$ cat config.mk
export PLATFORM = sky130hd
export DESIGN_NAME = wmean_div
export DESIGN_NICKNAME = d
export VERILOG_FILES = /design/src/hdl/wmean_pkg.sv /design/src/hdl/wmean_div.sv
export SDC_FILE = /design/constraint.sdc
export NUM_CORES = 1
export LEC_CHECK = 0
export BUFFER_PORTS_ARGS = -buffer_cell sky130_fd_sc_hd__buf_2
export CAP_MARGIN = 40
export CORE_UTILIZATION = 50
export CTS_CLUSTER_SIZE = 16
export DETAILED_ROUTE_END_ITERATION = 10
export PLACE_DENSITY = 0.85
export SYNTH_ARGS = -nofsm -noshare
export SYNTH_HDL_FRONTEND = slang
export SYNTH_SLANG_ARGS = --single-unit
$ cat constraint.sdc
create_clock -name clk -period 2.6 [get_ports clk]
set_input_delay 0 -clock clk [delete_from_list [all_inputs] [get_ports clk]]
set_output_delay 0 -clock clk [all_outputs]
set_load 0.05 [all_outputs]
$ cat src/hdl/wmean_pkg.sv
// Shared constants and types of the multichannel window mean block.
`timescale 1ns / 1ps

package wmean_pkg;

  localparam int CHANNELS_DEFAULT    = 6;
  localparam int MAX_WINDOW_DEFAULT  = 64;
  localparam int SAMPLE_BITS_DEFAULT = 16;

  localparam int CHANNEL_BITS = 3;
  localparam int WLEN_BITS    = 7;
  localparam int FILL_BITS    = 7;
  localparam int MEAN_BITS    = 16;

  localparam logic [WLEN_BITS-1:0] WLEN_RESET = WLEN_BITS'(8);

  typedef struct packed {
    logic busy;
    logic done;
  } div_stat_t;

endpackage

$ cat src/hdl/wmean_div.sv
// Restoring divider that produces one quotient bit per cycle.
`timescale 1ns / 1ps

module wmean_div #(
  parameter int DIVIDEND_BITS = 22,
  parameter int DIVISOR_BITS  = 7
) (
  input  logic                     clk,
  input  logic                     rst,
  input  logic                     start,
  input  logic [DIVIDEND_BITS-1:0] dividend,
  input  logic [DIVISOR_BITS-1:0]  divisor,
  output wmean_pkg::div_stat_t     stat,
  output logic [DIVIDEND_BITS-1:0] quotient
);

  localparam int CNT_BITS = $clog2(DIVIDEND_BITS + 1);

  logic [CNT_BITS-1:0]      cnt;
  logic                     done;
  logic [DIVIDEND_BITS-1:0] quo;
  logic [DIVISOR_BITS-1:0]  rem;
  logic [DIVISOR_BITS-1:0]  dsr;

  logic [DIVISOR_BITS:0]    shifted;
  logic [DIVISOR_BITS:0]    diff;
  logic                     take;
  logic [DIVISOR_BITS-1:0]  rem_next;

  always_comb begin
    shifted  = {rem, quo[DIVIDEND_BITS-1]};
    diff     = shifted - {1'b0, dsr};
    take     = shifted >= {1'b0, dsr};
    rem_next = take ? diff[DIVISOR_BITS-1:0] : shifted[DIVISOR_BITS-1:0];
  end

  always_ff @(posedge clk) begin
    if (rst) begin
      cnt  <= '0;
      done <= 1'b0;
    end else begin
      done <= 1'b0;
      if (start) begin
        cnt <= CNT_BITS'(DIVIDEND_BITS);
      end else if (cnt != '0) begin
        cnt <= cnt - 1'b1;
        if (cnt == CNT_BITS'(1)) begin
          done <= 1'b1;
        end
      end
    end
  end

  always_ff @(posedge clk) begin
    if (start) begin
      quo <= dividend;
      rem <= '0;
      dsr <= divisor;
    end else if (cnt != '0) begin
      quo <= {quo[DIVIDEND_BITS-2:0], take};
      rem <= rem_next;
    end
  end

  assign stat.busy = (cnt != '0);
  assign stat.done = done;
  assign quotient  = quo;

endmodule

; Word-level counts from Yosys, hierarchy flattened
; Index checks and enable logic that the tools add are counted.
; W data, S select, Z words.
[totals]
register_bits = 42
in_bits = 32
out_inout_bits = 24
word_cells = 21
[op_classes]
addsub = 2
order_cmp = 1
eq_ne = 1
muxes = 6
bitwise = 1
reduce_logical = 4
[op_table]
columns = operator, n
row1 = $mux W22, 2
row2 = $mux W5, 2
row3 = $ge A8 B7 Y1, 1
row4 = $mux W7, 1
row5 = $sub A7 B7 Y7, 1
row6 = $eq A5 B1 Y1 const B, 1
row7 = $reduce_bool A5 Y1, 1
row8 = $sub A5 B1 Y5 const B, 1
row9 = $reduce_or A3 Y1, 1
row10 = $reduce_bool A2 Y1, 1
row11 = $reduce_or A2 Y1, 1
row12 = $mux W1, 1
row13 = $not A1 Y1, 1

; Longest topological paths before layout
[depth]
ltp_word = 3
ltp_mapped = 9
depth_no_buf = 8

; Worst setup path after synthesis
; OpenSTA, ideal clock, no wires.
[synth_path]
path_type = register to register
startpoint = register quo[21] (netlist: quotient[21])
endpoint = register rem[5]
setup_time_ps = 88
t_arrival_ps = 2284
required_ps = 2512
setup_slack_ps = 228
path_stages_with_launch = 10
path_buffers = 1
period_less_slack_ps = 2372
path_cell_list = edfxtp_1 inv_1 ha_1 fa_1 nand2b_1 a211oi_2 nor3_2 buf_6 a21o_1 a311oi_2
[synth_via]
elab_chain_len = 2
[synth_lines]
columns = item, line_no
row1 = start: declaration, wmean_div.sv:21  ; logic [DIVIDEND_BITS-1:0] quo;
row2 = start signal: assignment, wmean_div.sv:56  ; quo <= dividend;
row3 = start signal: assignment, wmean_div.sv:60  ; quo <= {quo[DIVIDEND_BITS-2:0], take};
row4 = $sub A7 B7 Y7 or $ge A8 B7 Y1 (tied branches), "wmean_div.sv:32, wmean_div.sv:33"
row5 = $mux W7 (*), wmean_div.sv:34  ; rem_next = take ? diff[DIVISOR_BITS-1:0] : shifted[DIVISOR_BITS-1:0];
row6 = end signal: assignment, wmean_div.sv:61  ; rem <= rem_next;
row7 = end: declaration, wmean_div.sv:22  ; logic [DIVISOR_BITS-1:0] rem;
; Every way passes the cells marked *; elsewhere a longest branch is shown, timed or not.
; A chain may end at the register's enable or synchronous reset.

; Worst setup path after layout
[layout_path]
startpoint = register quo[21] (netlist: quotient[21])
endpoint = register rem[1]
; The elaborated chain is that of the path after synthesis.

==> impl_metrics.env <==
export IMPL_synth_top_family_by_area="multiplexers"
export IMPL_grt_setup_unrepaired="no"
export IMPL_syn_area_um2=2090
export IMPL_antenna_left=0
export IMPL_synth_distinct_cells=36
export IMPL_p_sw_share_pct=39.7
export IMPL_numCtsBuffers=5
export IMPL_antenna_found_initial=0
export IMPL_final_setup_viol_count=0
export IMPL_yosys_most_used_dff="edfxtp_1"
export IMPL_worstMarginPinSlew_ps=776
export IMPL_skew_ps=16.9
export IMPL_critPathKind="reg -> reg"
export IMPL_drcViolationCount=0
export IMPL_yosysWarnings=0
export IMPL_vias=1546
export IMPL_die_x_um=66.6
export IMPL_synthSimpleGateAreaFrac_pct=8.98
export IMPL_p_int_mw=1.43
export IMPL_drv_slew=0
export IMPL_fin_setup_tns_ps=0
export IMPL_synth_area_leaders="edfxtp_1 42%, dfxtp_1 12%, mux2_2 12%, ha_1 5.4%, mux2i_1 2.9%"
export IMPL_synth_commonest_cells="29 x edfxtp_1, 22 x mux2_2, 15 x nor2_1, 13 x dfxtp_1, 13 x inv_1"
export IMPL_grt_pass1_vias=1447
export IMPL_yosysSeqAreaShare_pct=54.1
export IMPL_crit_fanout=11
export IMPL_critPathRequiredTime_ps=2790
export IMPL_die_y_um=66.6
export IMPL_startpoint="quotient[21]"
export IMPL_critical_path_startpoint_type="register"
export IMPL_synth_fa_ha_area_share_pct=6.35
export IMPL_fillers=298
export IMPL_io_pins=56
export IMPL_h_tree_depth=2
export IMPL_hp_start="dividend[10]"
export IMPL_synth_seq_cells=42
export IMPL_cap_violations=0
export IMPL_firstDrtPassIters=4
export IMPL_syn_nets=214
export IMPL_switchingPower_mw=0.938
export IMPL_synth_cells=172
export IMPL_synth_compound_gate_area_share_pct=9.28
export IMPL_min_period_over_period_pct=86.8
export IMPL_place_congestion=0.856
export IMPL_path_clk_slew_ps=90
export IMPL_core_area_um2=4000
export IMPL_clkPwrFrac_pct=17.3
export IMPL_synth_most_common_cell="edfxtp_1"
export IMPL_cts_setup_buffers=0
export IMPL_status="finished clean"
export IMPL_synth_largest_area_cell="edfxtp_1"
export IMPL_grt_pass1_wl_um=6450
export IMPL_netlist_area_leader_share_pct=41.7
export IMPL_avgRoutedWirePerCell_um=14.2
export IMPL_relSlewSlack_pct=48.0
export IMPL_port_buffers=55
export IMPL_fin_hold_ws_ps=3.79
export IMPL_syn_avg_cell_area_um2=12.1
export IMPL_clockRootBuffer="clkbuf_8"
export IMPL_ys_async_sr_fraction_pct=0
export IMPL_synthToLayoutAreaGrowth_pct=24.9
export IMPL_hp_class="in -> reg"
export IMPL_clk_latency_ps=300
export IMPL_rows=23
export IMPL_synth_edff_count=29
export IMPL_arrival_ps=2440
export IMPL_dp_final_hpwl_um=2880
export IMPL_share_seq_of_total_power_pct=40.0
export IMPL_synthXorXnorAreaFrac_pct=2.10
export IMPL_vdd_ir_drop_max_mv=0.855
export IMPL_cts_tree="yes"
export IMPL_muxShareOfSynthArea_pct=14.7
export IMPL_powerDensity_nw_per_um2=906
export IMPL_clockBufferDepth=2
export IMPL_vias_per_cell=5.29
export IMPL_drive_above_1_share_pct=38.4
export IMPL_crit_path_end_kind="register"
export IMPL_die_area_um2=4440
export IMPL_antenna_cells=0
export IMPL_drt_total_wl_um=4150
export IMPL_p_total_mw=2.36
export IMPL_grt_total_usage_pct=20.0
export IMPL_grt_overflow=0
export IMPL_p_comb_share_pct=42.7
export IMPL_start_util_pct=52.2
export IMPL_nNetsFinal=283
export IMPL_dr_first_iter_drc_count=89
export IMPL_post_route_util_pct=65.2
export IMPL_fmax_mhz=443
export IMPL_timing_rr_start="quotient[21]"
export IMPL_cts_sinks=42
export IMPL_p_leak_nw=1.12
export IMPL_finalCriticalPeriod_ps=2260
export IMPL_hold_violations=0
export IMPL_grt_max_degree=24
-- layer usage --
layer  track usage, %  routed length [um]  vias to the layer above
met2             33.5                2180                       31
met5                0                   0                        -
met1             24.2                1760                      744
li1                 -                   -                      763
met4             6.91                  85                        0
met3             5.82                 120                        8
-- sequential cells by signal, summed over array words and instances (netlist names) --
register and count:
done 1, rem 7, quotient 22, cnt 5, dsr 7
-- worst paths after layout --
check / to / slack [ps] / depth (start not counted)
worst max-delay path: rem[1] / 340 / 8
worst min-delay path: quotient[10] / 4 / 2
worst max register to register: rem[1] / 340 / 8
worst min register to register: rem[6] / 550 / 2
-- metrics by stage --
step                      setup slack (ps)  instance area, um^2  cells
after floorplan                        228                 2090    172
after global placement                 435                 2400    272
after detailed placement               372                 2400    272
after CTS                              356                 2600    291
after global routing                   135                 2610    292
final                                  344                 2610    292
-- area by class of cell --
class	count	area, um^2	share of cell area (%)
clock buffer	6	72.6	2.78
sequential	42	1130	43.4
multi-input combinational	109	866	33.2
inverter	14	52.6	2.01
timing repair buffer	69	410	15.7
clock inverter	2	13.8	0.528
tap	50	62.6	2.40
-- repair_timing --
| item | 4_1_cts | 5_1_grt |
|---|---|---|
| endpoints found under the hold margin | 16 | 1 |
| hold buffers | 11 | 1 |
| gates resized for setup | 0 | 0 |
-- power by group through the flow --
stage / Combinational [mW] / Sequential, mW / Clock [mW]
after global placement: 0.963 / 0.950 / 0
after CTS: 1.01 / 0.944 / 0.419
after floorplan: 0.615 / 1.15 / 0
after global routing: 1.10 / 0.962 / 0.451
after detailed placement: 0.991 / 0.957 / 0
final: 1.01 / 0.946 / 0.409
-- cell families (layout without fill, tap and decap cells) --
logic type / Yosys count / after routing
flops: 42 / 42
simple gates: 39 / 39
mux: 28 / 28
compound gates: 27 / 27
buf+inv: 21 / 91
fa+ha+maj: 10 / 10
xor+xnor: 5 / 5
-- placed cells by master, fill, tap and decap left out, types with 4 or more instances in the layout --
| cell | n |
|---|---|
| nand2_1 | 6 |
| dlygate4sd3_1 | 12 |
| dfxtp_1 | 13 |
| inv_1 | 13 |
| nor2_1 | 15 |
| nor3_1 | 7 |
| edfxtp_1 | 29 |
| mux2_2 | 22 |
| ha_1 | 9 |
| mux2i_1 | 6 |
| a21oi_1 | 9 |
| clkbuf_8 | 5 |
| buf_2 | 55 |
| o21ai_0 | 4 |
-- critical path, stage by stage, from the launching register on --
cell and delay (ps):
edfxtp_1 390, inv_1 90, ha_1 180, fa_1 200, nand2b_1 170, a211oi_2 90, nor3_2 600, nor4_1 110
a311o_1 340
Power figures use the tool's default switching activity.
