`config.mk`:
```
export PLATFORM = sky130hd
export DESIGN_NAME = wmean_ram
export DESIGN_NICKNAME = d
export VERILOG_FILES = /design/src/hdl/wmean_ram.sv
export SDC_FILE = /design/constraint.sdc
export NUM_CORES = 1
export LEC_CHECK = 0
export BUFFER_PORTS_ARGS = -buffer_cell sky130_fd_sc_hd__buf_2
export CAP_MARGIN = 20
export CORE_ASPECT_RATIO = 0.8
export CORE_MARGIN = 2
export CORE_UTILIZATION = 31
export CTS_BUF_LIST = sky130_fd_sc_hd__clkbuf_4
export DETAILED_ROUTE_END_ITERATION = 7
export PLACE_DENSITY = 0.49
export RECOVER_POWER = 100
export SYNTH_ARGS = -nofsm -noshare
export SYNTH_HDL_FRONTEND = slang
export SYNTH_SLANG_ARGS = --single-unit
```
`constraint.sdc`:
```
create_clock -name clk -period 6.6 [get_ports clk]
set_input_delay 1.32 -clock clk [delete_from_list [all_inputs] [get_ports clk]]
set_output_delay 1.32 -clock clk [all_outputs]
set_load 0.005 [all_outputs]
```
`src/hdl/wmean_ram.sv`:
```
// Simple dual-port synchronous RAM with a registered read port.
`timescale 1ns / 1ps

module wmean_ram #(
  parameter int ADDR_BITS = 4,
  parameter int WIDTH     = 16
) (
  input  logic                 clk,
  input  logic                 we,
  input  logic [ADDR_BITS-1:0] waddr,
  input  logic [WIDTH-1:0]     wdata,
  input  logic [ADDR_BITS-1:0] raddr,
  output logic [WIDTH-1:0]     rdata
);

  localparam int DEPTH = 1 << ADDR_BITS;

  logic [WIDTH-1:0] mem [DEPTH];

  always_ff @(posedge clk) begin
    if (we) begin
      mem[waddr] <= wdata;
    end
    rdata <= mem[raddr];
  end

endmodule

```
# --- After elaboration in Yosys (flattened, before gate mapping) ---
# Memories as Yosys holds them, arrays and structs flattened. A register that Yosys moved wholly into a read port is not among the register bits.
# Index checks and enable logic that the tools add are counted.
word_totals:
  regBits: 0
  latch_bits: 0
  mem_bits_rw: 256
  romBits: 0
  inputBits: 26
  output_inout_bits: 16
  word_cells: 3
  n_memories: 1
classes:
  n_addsub: 0
  n_mul: 0
  div_mod_pow: 0
  order_cmp: 0
  eq_ne: 0
  shifts: 0
  mux: 2
  bitwise_logic: 0
  reduce_logical: 0
mem_list:
  columns: ["memory", "depth", "width", "rd", "rd_ports_with_merged_regs", "write_ports", "line_no", "text"]
  rows:
  - ["mem", 16, 16, 1, 1, 1, "18", "logic [WIDTH-1:0] mem [DEPTH];"]
ops:
  columns: ["operator", "count"]
  rows:
  - ["two-way mux 1 bit", 2]

# --- Depth between registers and ports, before layout ---
# Gate-level depths: netlist (run 1).
logic_depth:
  depth_word: 2
  depth_mapped: 5
  depth_no_buf: 3

# --- Worst setup path before layout (run 1) ---
# Ideal clock, no wire load.
synth_path:
  path_kind: "input-to-reg"
  startpoint: "input waddr[2]"
  endpoint: "memory mem[0][0] (enable)"
  setup_time_ps: 409
  arrival_time_ps: 2966
  required_time_ps: 6191
  path_slack_ps: 3225
  path_stages: 2
  path_buffers: 0
  path_cell_list: "or3b_2 > nor3_1"
synth_lines:
  columns: ["item", "line_no", "text"]
  rows:
  - ["start, declared", "10", "input logic [ADDR_BITS-1:0] waddr,"]
  - ["end, declared", "18", null]
# Straight into the memory's write port.

==> results of run 1 <==
where the power goes:
group	switching, mW	leakage [nW]	internal [mW]
logic	0.0972	0.745	0.0650
clock network	0.650	0.495	0.693
registers	0.0110	2.45	1.93
total	0.758	3.69	2.69
layout make-up:
class	instances	area, sq um
Timing Repair Buffer	62	268
Sequential cell	272	8010
Clock buffer	100	751
Clock inverter	19	72.6
Fill cell	2994	20100
Antenna cell	1	2.50
Tap cell	420	526
Multi-Input combinational cell	139	1930
routing by layer:
metal  wire length [microns]  part of all wire (%)  vias up
met5                       0                     0        -
met4                     418                   1.8        0
met3                    1720                   7.4       37
met2                   11000                    48      165
met1                    9990                    43     2518
li1                        -                     -     2115
cells by family (layout without fill, tap and decap cells):
group / Yosys count / in the layout / share of synthesized area, %
simple gates: 43 / 43 / 1.92
other cells: 0 / 1 / 0
mux: 64 / 64 / 14.7
flops: 272 / 272 / 79.7
compound gates: 32 / 32 / 2.39
buf+inv: 21 / 181 / 1.23
per-stage QoR:
step / total power, mW / hold WS [ns] / utilization (%) / setup WS, ns / std cells
2_1_floorplan: 2.07 / 0.635 / - / 3.22 / 432
3_3_place_gp: 2.15 / 0.654 / 34.4 / 2.95 / 893
3_5_place_dp: 2.15 / 0.654 / 34.4 / 2.94 / 893
4_1_cts: 3.51 / 0.665 / 37.0 / 3.67 / 1012
5_1_grt: 3.61 / 0.701 / 36.5 / 2.57 / 1013
6_report: 3.45 / 0.662 / 36.5 / 2.94 / 1013
layout by cell type (no fill, tap or decap):
| cell | count |
|---|---|
| nor3_2 | 1 |
| nor2b_2 | 2 |
| diode_2 | 1 |
| nor3_1 | 3 |
| nand3_1 | 1 |
| nand3b_1 | 2 |
| dfxtp_1 | 16 |
| or3b_2 | 1 |
| nand2b_1 | 2 |
| edfxtp_1 | 256 |
| mux4_1 | 10 |
| and2_1 | 1 |
| nor2_2 | 5 |
| inv_2 | 1 |
| clkbuf_4 | 100 |
| clkinv_2 | 1 |
| clkinv_1 | 17 |
| buf_2 | 10 |
| mux4_2 | 54 |
| buf_4 | 6 |
| nand2_1 | 17 |
| nor2_1 | 8 |
| clkbuf_1 | 46 |
| a22oi_1 | 32 |
critical path: stages:
cell and delay [ns]:
buf_4 0.70, clkbuf_1 1.19, mux4_1 0.69, a22oi_1 0.20
nand2_1 0.07
sequential cells by signal, indices dropped and copies added, names as in the netlist:
name / count
mem: 256
rdata: 16
worst paths after layout:
kind               from   endpoint  slack (ns)  cells after the start
max            raddr[0]  rdata[10]        2.94                      5
min          mem[15][9]   rdata[9]        0.66                      3
max reg2reg  mem[10][2]   rdata[2]        5.27                      3
min reg2reg  mem[15][9]   rdata[9]        0.66                      3
==> metrics.sh, run 1 <==
SYNTHESIS.NETS=458
TRITONCTS.NUM_BUFFERS=67
SYNTH-EDFF-COUNT=256
SYNTH.YOSYS.WARNINGS=0
VIAS=4835
GRT_REMAINING_OVERFLOW=0
CTS_HOLD_REPAIR.BUFFERS=0
ANTENNA_VIOLATIONS_BEFORE_REPAIR=1
CTS.ROOT.BUFFER_CELL='clkbuf_4'
GR-USAGE-MET1_PCT=19.4
STATUS='finished with violations'
FP.DIEAREA_SQ_UM=33900
CLKTRANSATPATHREGS_NS=0.07
AVERAGE_ROUTED_WIRE_PER_STANDARD_CELL_MICRONS=22.9
GRT_SETUP_UNREPAIRED='false'
SYNTH_SEQ_CELLS=272
CTS.SINKS=272
TIMING.SETUP.CRITICAL_PATH_CLASS='input port to flop'
CRITPATHCAPTURETYPE='flop'
MOST_AREA_HUNGRY_CELL_TYPE_IN_THE_YOSYS_NETLIST='edfxtp_1'
TRITONCTS='built'
ROUTE.ANTENNA.REMAINING_NETS=0
CRITICAL_PATH_PEAK_FANOUT=46
FINCLKSKEW_NS=0.0295
GP_ROUTABILITY_CONGESTION=0.701
SYN_AREA_SQ_UM=10000
SLEW_HEADROOM_PCT=-59.1
SYNTHMOSTINSTANTIATEDCELL='edfxtp_1'
DIE_W_MICRONS=205
WORST_IR_DROP_VDD_mV=0.132
YOSYS.AREA.TOP_TYPE_SHARE_PCT=76.5
ACHIEVABLE_FREQ_MHz=273
HTREE_NUM_LEVELS=3
WIRE_LENGTH_OF_THE_FIRST_GLOBAL_ROUTING_PASS_MM=34.0
HPWL_MM=11.8
CRIT_REQUIRED_NS=7.16
INITIAL_CORE_UTIL_PCT=31.7
DIE_H_MICRONS=165
TIMING.SETUP.TNS_NS=0
DPL-INSTANCE-AREA_SQ_UM=10900
FINISH.NET_COUNT=568
PER_CELL_VIA_COUNT_IN_THE_ROUTED_DESIGN=4.77
GROUTE.USAGE.OVERALL_PCT=14.4
LEAKAGE_nW=3.69
PORTBUFFERS=41
SYNTH_FF_TYPE='edfxtp_1'
WORST-SLEW-PIN-TRANSITION_NS=2.38
ROW_COUNT=58
USE_MET2_PCT=22.6
GLOBALROUTE.BUSIESTLAYER='met2'
VIOLATIONS_IN_THE_FINAL_REPORTS='max-capacitance violations, max-slew violations'
DRIVE_GT1_SHARE_PCT=30.6
POST_CTS_RESIZE_COUNT=0
SYNTH_CELL_COUNT_LEADERS='edfxtp_1, mux4_2, a22oi_1'
DRC_ERRORS=0
FIRSTDRTPASSITERS=4
PIN_COUNT_OF_THE_BIGGEST_NET_ENTERING_GLOBAL_ROUTING=65
SHARE_OF_SYNTHESIZED_FLIP_FLOPS_WITH_AN_ASYNCHRONOUS_SET_OR_RESET_PCT=0
CRIT_PATH_START_KIND='input port'
SYNTH.AVG_CELL_AREA_SQ_UM=23.2
SYNTHCELLS=432
SYNTHDISTINCTLIBCELLS=19
NUMBER_OF_GLOBAL_ROUTE_VIAS_BEFORE_REPAIR=5227
CLOCK_TREE.BUFFER_DEPTH=3
POST_CTS.REPAIR.SETUP_BUFFERS=0
DRT_ITER0_DRC=302
CAP_VIOL_MAX_COUNT=9
FLOORPLAN.CORE_AREA_SQ_UM=31600
YS_SEQ_AREA_SHARE_PCT=79.7
POST-ROUTE-PERIOD-UTIL_PCT=55.5
WORST_SKEW_PAIR.LATE_LATENCY_NS=0.67
REPORT.FINAL.HOLD_VIOL_COUNT=0
FINAL.MIN_CLOCK_PERIOD_NS=3.66
AREA_GROWTH_SYN_TO_LAYOUT_PCT=15.1
SETUP_VIOLS_FINAL=0
POWER_DENSITY_nW_PER_UM2=298
FINAL_CELL_AREA_SQ_UM=11600
DESIGN.PORTCOUNT=42
TOTALWIRELENGTH_MM=23.2
HP-CLASS='flop to flop'
TIMING.CRITICAL_PATH.ARRIVAL_NS=4.22
MAXSLEWVIOLCOUNT=156
NETLIST_TOP_CELLS_AREA='edfxtp_1, mux4_2, dfxtp_1, mux4_1, a22oi_1'
GR-USAGE-MET3_PCT=3.87
No activity file was read; power rests on OpenSTA's default activity.
==> inputs of run 2 (changes only) <==
- ABC_AREA: default -> 1
- clock period: 6.6 -> 3.4 ns (I/O delays scaled with it)
==> run 2 against run 1 <==
The run still ends with max-capacitance violations, max-slew violations left; utilization decreased by 0.72 points; worst setup slack got worse by 1.8 ns; non-clock buffer count up 7; synthesized area up 13%; routed wire length increased by 28%; sequential power up 94%; cell count grew 68%; clock power grew 110%; design area increased by 12%; critical endpoint is now mem[1][14]; largest power group unchanged.
==> metrics.sh, run 2 <==
HTREE_NUM_LEVELS=3  # unchanged
AREA_GROWTH_SYN_TO_LAYOUT_PCT=13.5
CRITICAL_PATH.SLOWEST_CELL='clkbuf_1'
HPWL_MM=15.2  # +28%
POST-ROUTE-PERIOD-UTIL_PCT=67.9
CTS_HOLD_REPAIR.BUFFERS=0  # unchanged
FP.DIEAREA_SQ_UM=38300  # +13%
CRITPATHCAPTURETYPE='flop'
CLOCK_TREE.BUFFER_DEPTH=3  # unchanged
CTS.SINKS=272  # unchanged
DRIVE_GT1_SHARE_PCT=11.6  # -19 points
REPORT.FINAL.HOLD_VIOL_COUNT=0  # unchanged
SYNTH_FF_TYPE='edfxtp_1'
TRITONCTS='built'
SYNTHMOSTINSTANTIATEDCELL='nand2_1'
POWER.SWITCHING_mW=1.65  # +120%
SHARE_OF_SYNTHESIZED_FLIP_FLOPS_WITH_AN_ASYNCHRONOUS_SET_OR_RESET_PCT=0  # unchanged
AVERAGE_ROUTED_WIRE_PER_STANDARD_CELL_MICRONS=17.4  # -24%
GRT_REMAINING_OVERFLOW=0  # unchanged
SYNTH_SEQ_CELLS=272  # unchanged
SYNTH-EDFF-COUNT=256  # unchanged
CRIT_REQUIRED_NS=3.70  # -3.46 ns
POWER_DENSITY_nW_PER_UM2=538  # +80%
PIN_COUNT_OF_THE_BIGGEST_NET_ENTERING_GLOBAL_ROUTING=77  # +18%
SYNTHESIS.NETS=1100  # +140%
VIAS=7566  # +56%
POWER_mW=6.95  # +100%
LARGEST_REGISTER_FFS=256  # unchanged
CTS.ROOT.BUFFER_CELL='clkbuf_4'
CRITICAL_PATH_PEAK_FANOUT=16  # -65%
POST_CTS_RESIZE_COUNT=0  # unchanged
LEAKAGE_nW=5.44  # +48%
SLEW_HEADROOM_PCT=-31.2  # +28 points
CRIT_PATH_FREQUENT_CELL='clkbuf_1'
DESIGN.PORTCOUNT=42  # unchanged
POST_CTS.REPAIR.SETUP_BUFFERS=0  # unchanged
WORST-SLEW-PIN-TRANSITION_NS=1.97  # -0.409 ns
HOLDWS_NS=0.436  # -0.226 ns
TOTALWIRELENGTH_MM=29.6  # +28%
INITIAL_CORE_UTIL_PCT=31.6  # -0.19 points
SHARE_CLK_OF_TOTAL_POWER_PCT=39.6  # +0.6 points
LAYOUT_TOP_REGISTERS='mem: 256 flops, rdata: 16 flops'
DRT_ITER0_DRC=635  # +110%
TIMING.SETUP.CRITICAL_PATH_CLASS='input port to flop'
MAX_STAGE_DELAY_NS=1.42  # +0.23 ns
CRIT_CHAIN='clkbuf_1 > nor2_1 > nand2_1 > nor2_2 > clkbuf_1'
ROW_COUNT=62  # +6.9%
MOSTFREQUENTLAYOUTCELLS='nand2_1, edfxtp_1, inv_1'
PER_CELL_VIA_COUNT_IN_THE_ROUTED_DESIGN=4.46  # -6.6%
NETLIST_TOP_CELLS_AREA='edfxtp_1, nand2_1, nand3_1, inv_1, dfxtp_1'
STATUS='finished with violations'
YS_SEQ_AREA_SHARE_PCT=70.4  # -9.4 points
SETUP_VIOLS_FINAL=0  # unchanged
VIOLATIONS_IN_THE_FINAL_REPORTS='max-capacitance violations, max-slew violations'
MAXSLEWVIOLCOUNT=217  # +39%
SYNTH_CELL_COUNT_LEADERS='nand2_1, edfxtp_1, inv_1'
MOST_AREA_HUNGRY_CELL_TYPE_IN_THE_YOSYS_NETLIST='edfxtp_1'
COMB_POWER_SHARE_PCT=6.1  # +1.4 points
DRC_ERRORS=0  # unchanged
FINCLKSKEW_NS=0.0346  # +0.00517 ns
CAP_VIOL_MAX_COUNT=10  # +1
SYNTHCELLS=1074  # +150%
HP-CLASS='input port to flop'
SWITCHING_SHARE_PCT=23.8  # +1.8 points
CRIT_PATH_START_KIND='input port'
GP_ROUTABILITY_CONGESTION=0.728  # +3.9%
TIMING.CRITICAL_PATH.ARRIVAL_NS=2.60  # -1.62 ns
WIRE_LENGTH_OF_THE_FIRST_GLOBAL_ROUTING_PASS_MM=45.0  # +32%
DIE_W_MICRONS=218  # +6.3%
ROUTE.ANTENNA.REMAINING_NETS=0  # unchanged
SYNTH.YOSYS.WARNINGS=0  # unchanged
INSTANCES_NO_FILL=1698  # +68%
REGTOREGSETUPSLACK_NS=2.33  # -2.94 ns
TIMING.SETUP.TNS_NS=0  # unchanged
SYN_AREA_SQ_UM=11400  # +13%
GRT_SETUP_UNREPAIRED='false'
FINAL_COMMON_CELL='nand2_1'
ACHIEVABLE_FREQ_MHz=433
FLOORPLAN.CORE_AREA_SQ_UM=36100  # +14%
SYNTHDISTINCTLIBCELLS=13  # -6
N_FILL_CELL=3715  # +24%
FINISH.NET_COUNT=1188  # +110%
DIE_H_MICRONS=175  # +6.3%
ANTENNA_VIOLATIONS_BEFORE_REPAIR=3  # +2
RELATIVE_CONTRIBUTION_OF_SEQUENTIAL_CELLS_TO_TOTAL_POWER_PCT=54.3  # -2.0 points
PLACED_CELLS=1572  # +76%
INTERNAL_POWER_mW=5.30  # +97%
FINAL.MIN_CLOCK_PERIOD_NS=2.31
TRITONCTS.NUM_BUFFERS=68  # +1.5%
SYNTH.AVG_CELL_AREA_SQ_UM=10.6  # -54%
PORTBUFFERS=41  # unchanged
WORST_SKEW_PAIR.LATE_LATENCY_NS=0.73  # +0.06 ns
CLKTRANSATPATHREGS_NS=0.07  # about the same
CP_TOP_FAMILY='buffers and inverters'
FIRSTDRTPASSITERS=5  # +1
CRIT_BUF_INV=2  # unchanged
GROUTE.USAGE.OVERALL_PCT=16.0  # +1.6 points
WORST_IR_DROP_VDD_mV=0.259  # +96%
LAYOUT.CORE_UTILIZATION_PCT=35.8  # -0.72 points
LARGEST-REGISTER='mem'
YOSYS.AREA.TOP_TYPE_SHARE_PCT=67.5  # -9.0 points
NUMBER_OF_GLOBAL_ROUTE_VIAS_BEFORE_REPAIR=7277  # +39%
[run 2: per-stage QoR]
stage | worst slack, ns | cell area [sq um]
global route | 1.16 | 12900
CTS | 1.37 | 13000
detailed placement | 1.24 | 12200
global placement | 1.26 | 12200
floorplan | 1.42 | 11400
finish | 1.09 | 12900
[run 2: cells by family after synthesis]
kind of cell,Yosys count,synth area share (%)
buffers and inverters,249,9.21
DFF,272,70.4
and+or+nand+nor,553,20.4
[run 2: layer usage]
layer  vias to the layer above  part of all wire, %  GRT usage [%]
met3                        67                  6.2           4.48
li1                       3682                    -              -
met2                       226                   42           22.7
met4                         0                  2.3           4.76
met5                         -                    0              0
met1                      3591                   50           23.7
[run 2: final timing paths]
kind | to | cells past startpoint | startpoint
hold / removal | mem[12][7] | 1 | wdata[7]
hold reg to reg | rdata[12] | 6 | mem[4][12]
setup / recovery | mem[1][14] | 5 | waddr[2]
setup reg to reg | rdata[2] | 6 | mem[3][2]
[run 2: final cells by class]
| cell class | count | area (sq um) | share of cell area (%) |
|---|---|---|---|
| diodes | 5 | 12.5 | 0.0968 |
| clock buffers | 108 | 811 | 6.27 |
| clock inverters | 13 | 48.8 | 0.378 |
| inverters | 198 | 746 | 5.77 |
| multi-input cells | 553 | 2350 | 18.2 |
| flip-flops and latches | 272 | 8010 | 62.0 |
| well taps | 480 | 601 | 4.65 |
| repair buffers | 69 | 347 | 2.68 |
[run 2: power groups by stage]
stage	combinational [mW]	sequential [mW]	clock, mW
2_1_floorplan	0.253	3.84	0
3_3_place_gp	0.442	3.84	0
3_5_place_dp	0.442	3.84	0
4_1_cts	0.444	3.77	2.85
5_1_grt	0.481	3.78	3.03
6_report	0.424	3.77	2.76
==> inputs of run 3 (changes only) <==
- ABC_AREA: 1 -> 0
- PLACE_DENSITY: 0.49 -> 0.5
- clock period: 3.4 -> 1.99 ns (I/O delays scaled with it)
==> run 3 against run 2 <==
The flow now finishes without violations; routed wire length decreased by 22%; count of clock-buffer cells in the layout decreased by 8; via count decreased by 35%; power increased by 72%; sequential share of layout area increased by 5.7 points; sequential power increased by 71%; utilization increased by 1.6 points; cell count decreased by 40%; critical endpoint is now mem[4][9]; highest routed layer is now met5.
==> metrics.sh, run 3 (synthesis gave the netlist of run 1 again) <==
TOTALWIRELENGTH_MM=23.1  # -22%
FIRSTDRTPASSITERS=5  # unchanged
REPORT.FINAL.HOLD_VIOL_COUNT=0  # unchanged
MOSTFREQUENTLAYOUTCELLS='edfxtp_1, clkbuf_4, mux4_2'
FP.DIEAREA_SQ_UM=33900  # -12%
POWER_DENSITY_nW_PER_UM2=1010  # +88%
POST_CTS.REPAIR.SETUP_BUFFERS=0  # unchanged
CRIT_CHAIN='buf_2 > nand3b_1 > nor3_1 > dlymetal6s2s_1'
PORTBUFFERS=41  # unchanged
CRIT_REQUIRED_NS=2.21  # -1.49 ns
ANTENNA_VIOLATIONS_BEFORE_REPAIR=1  # -2
HOLDWS_NS=0.248  # -0.188 ns
VIAS=4928  # -35%
DRT_ITER0_DRC=413  # -35%
CRIT_PATH_START_KIND='input port'
NUMBER_OF_GLOBAL_ROUTE_VIAS_BEFORE_REPAIR=5287  # -27%
N_FILL_CELL=2958  # -20%
PIN_COUNT_OF_THE_BIGGEST_NET_ENTERING_GLOBAL_ROUTING=40  # -48%
CTS.SINKS=272  # unchanged
FINISH.NET_COUNT=583  # -51%
GP_ROUTABILITY_CONGESTION=0.703  # -3.5%
FLOORPLAN.CORE_AREA_SQ_UM=31600  # -12%
LEAKAGE_nW=3.86  # -29%
PLACED_CELLS=906  # -42%
HOLD-PATH-CELL-COUNT=1  # unchanged
WORST-SLEW-PIN-TRANSITION_NS=1.27  # -0.694 ns
ROUTE.ANTENNA.REMAINING_NETS=0  # unchanged
GROUTE.USAGE.OVERALL_PCT=14.3  # -1.7 points
ACHIEVABLE_FREQ_MHz=568
LARGEST_REGISTER_FFS=256  # unchanged
STATUS='complete, no violations'
INITIAL_CORE_UTIL_PCT=31.7  # +0.19 points
LARGEST-REGISTER='mem'
ANTENNA_CELLS_INSERTED=0  # -5
DIE_H_MICRONS=165  # -5.9%
RR_STARTPOINT='mem[2][10]'
WORST_HOLD_STARTPOINT='wdata[14]'
CTS_HOLD_REPAIR.BUFFERS=0  # unchanged
TRITONCTS.NUM_BUFFERS=69  # +1.5%
TRITONCTS='built'
DESIGN.PORTCOUNT=42  # unchanged
SLEW_HEADROOM_PCT=15.0  # +46 points
LAYOUT_TOP_REGISTERS='mem: 256 flops, rdata: 16 flops'
CTS.ROOT.BUFFER_CELL='clkbuf_4'
GRT_REMAINING_OVERFLOW=0  # unchanged
MAX_STAGE_DELAY_NS=0.98  # -0.44 ns
CRITPATHCAPTURETYPE='flop'
WORST_R2R_PATH_DEPTH=3  # -3
RR_ENDPOINT='rdata[10]'
FINAL_COMMON_CELL='edfxtp_1'
POWER_mW=12.0  # +72%
CLKTRANSATPATHREGS_NS=0.06  # about the same
CRITICAL_PATH.SLOWEST_CELL='dlymetal6s2s_1'
DRC_ERRORS=0  # unchanged
CLOCK_TREE.BUFFER_DEPTH=3  # unchanged
HOLDPATHEND='mem[10][14]'
TIMING.SETUP.CRITICAL_PATH_CLASS='input port to flop'
PER_CELL_VIA_COUNT_IN_THE_ROUTED_DESIGN=4.81  # +7.9%
FINAL.MIN_CLOCK_PERIOD_NS=1.76
DRIVE_GT1_SHARE_PCT=32.9  # +21 points
AVERAGE_ROUTED_WIRE_PER_STANDARD_CELL_MICRONS=22.5  # +29%
GRT_SETUP_UNREPAIRED='false'
HP-CLASS='input port to flop'
CAP_VIOL_MAX_COUNT=0  # -10
WIRE_LENGTH_OF_THE_FIRST_GLOBAL_ROUTING_PASS_MM=34.3  # -24%
POST-ROUTE-PERIOD-UTIL_PCT=88.5
WORST_IR_DROP_VDD_mV=0.438  # +69%
DIE_W_MICRONS=205  # -5.9%
SETUP_VIOLS_FINAL=0  # unchanged
AREA_GROWTH_SYN_TO_LAYOUT_PCT=17.8
INSTANCES_NO_FILL=1025  # -40%
MAXSLEWVIOLCOUNT=0  # -100%
ROW_COUNT=58  # -6.5%
REGTOREGSETUPSLACK_NS=0.64  # -1.69 ns
HPWL_MM=13.1  # -13%
WORST_SKEW_PAIR.LATE_LATENCY_NS=0.65  # -0.08 ns
HTREE_NUM_LEVELS=3  # unchanged
TIMING.CRITICAL_PATH.ARRIVAL_NS=1.98  # -0.62 ns
CRITICAL_PATH_PEAK_FANOUT=16  # unchanged
POST_CTS_RESIZE_COUNT=0  # unchanged
FINCLKSKEW_NS=0.0426  # +0.00799 ns
LAYOUT.CORE_UTILIZATION_PCT=37.4  # +1.6 points
-- run 3: cell count changes in the layout (fill, tap and decap cells not counted), sizes merged, moves of 5 or more --
cell	previous run	this run
inv	199	1
nand3	193	1
mux4	0	64
clkbuf	158	151
diode	5	0
a22oi	0	32
nand2	341	17
-- run 3: where the power goes --
group          switching [mW]  internal [mW]
Combinational           0.332          0.239
Sequential             0.0407           6.40
Clock                    2.13           2.83
Total                    2.50           9.47
-- run 3: worst max-delay path: cells and delay by family --
| kind | cells | cell delay (ns) |
|---|---|---|
| buf+inv | 2 | 1.10 |
| simple gates | 2 | 0.47 |
-- run 3: stage by stage --
stage,setup WS (ns),TNS [ns],area (sq um)
global route,0.182,0,11800
finish,0.228,0,11800
CTS,0.354,0,12100
floorplan,-0.0229,-1.10,10100
detailed placement,0.0946,0,11200
global placement,0.0546,0,11200
-- run 3: area by class of cell --
| class | instances | area [sq um] | share of cell area, % |
|---|---|---|---|
| Clock inverter | 19 | 185 | 1.56 |
| Tap cell | 420 | 526 | 4.44 |
| Sequential cell | 272 | 8010 | 67.7 |
| Multi-Input combinational cell | 139 | 1920 | 16.2 |
| Clock buffer | 100 | 751 | 6.34 |
| Timing Repair Buffer | 75 | 445 | 3.76 |
-- run 3: worst max-delay path by stage --
stage,startpoint,endpoint,slack [ns],cells after the start
2_1_floorplan,waddr[2],mem[1][0],-0.02,2
5_1_grt,we,mem[4][9],0.18,4
4_1_cts,rdata[8],rdata[8],0.35,1
3_5_place_dp,raddr[0],rdata[7],0.09,5
6_report,waddr[3],mem[4][9],0.23,4
3_3_place_gp,raddr[2],rdata[10],0.05,4
-- run 3: per-layer routing --
| metal | vias up | wire, microns | global-route usage, % |
|---|---|---|---|
| li1 | 2133 | - | - |
| met4 | 2 | 288 | 5.17 |
| met3 | 31 | 1400 | 3.59 |
| met2 | 148 | 10400 | 20.4 |
| met1 | 2614 | 11000 | 21.2 |
| met5 | - | 9 | 0 |
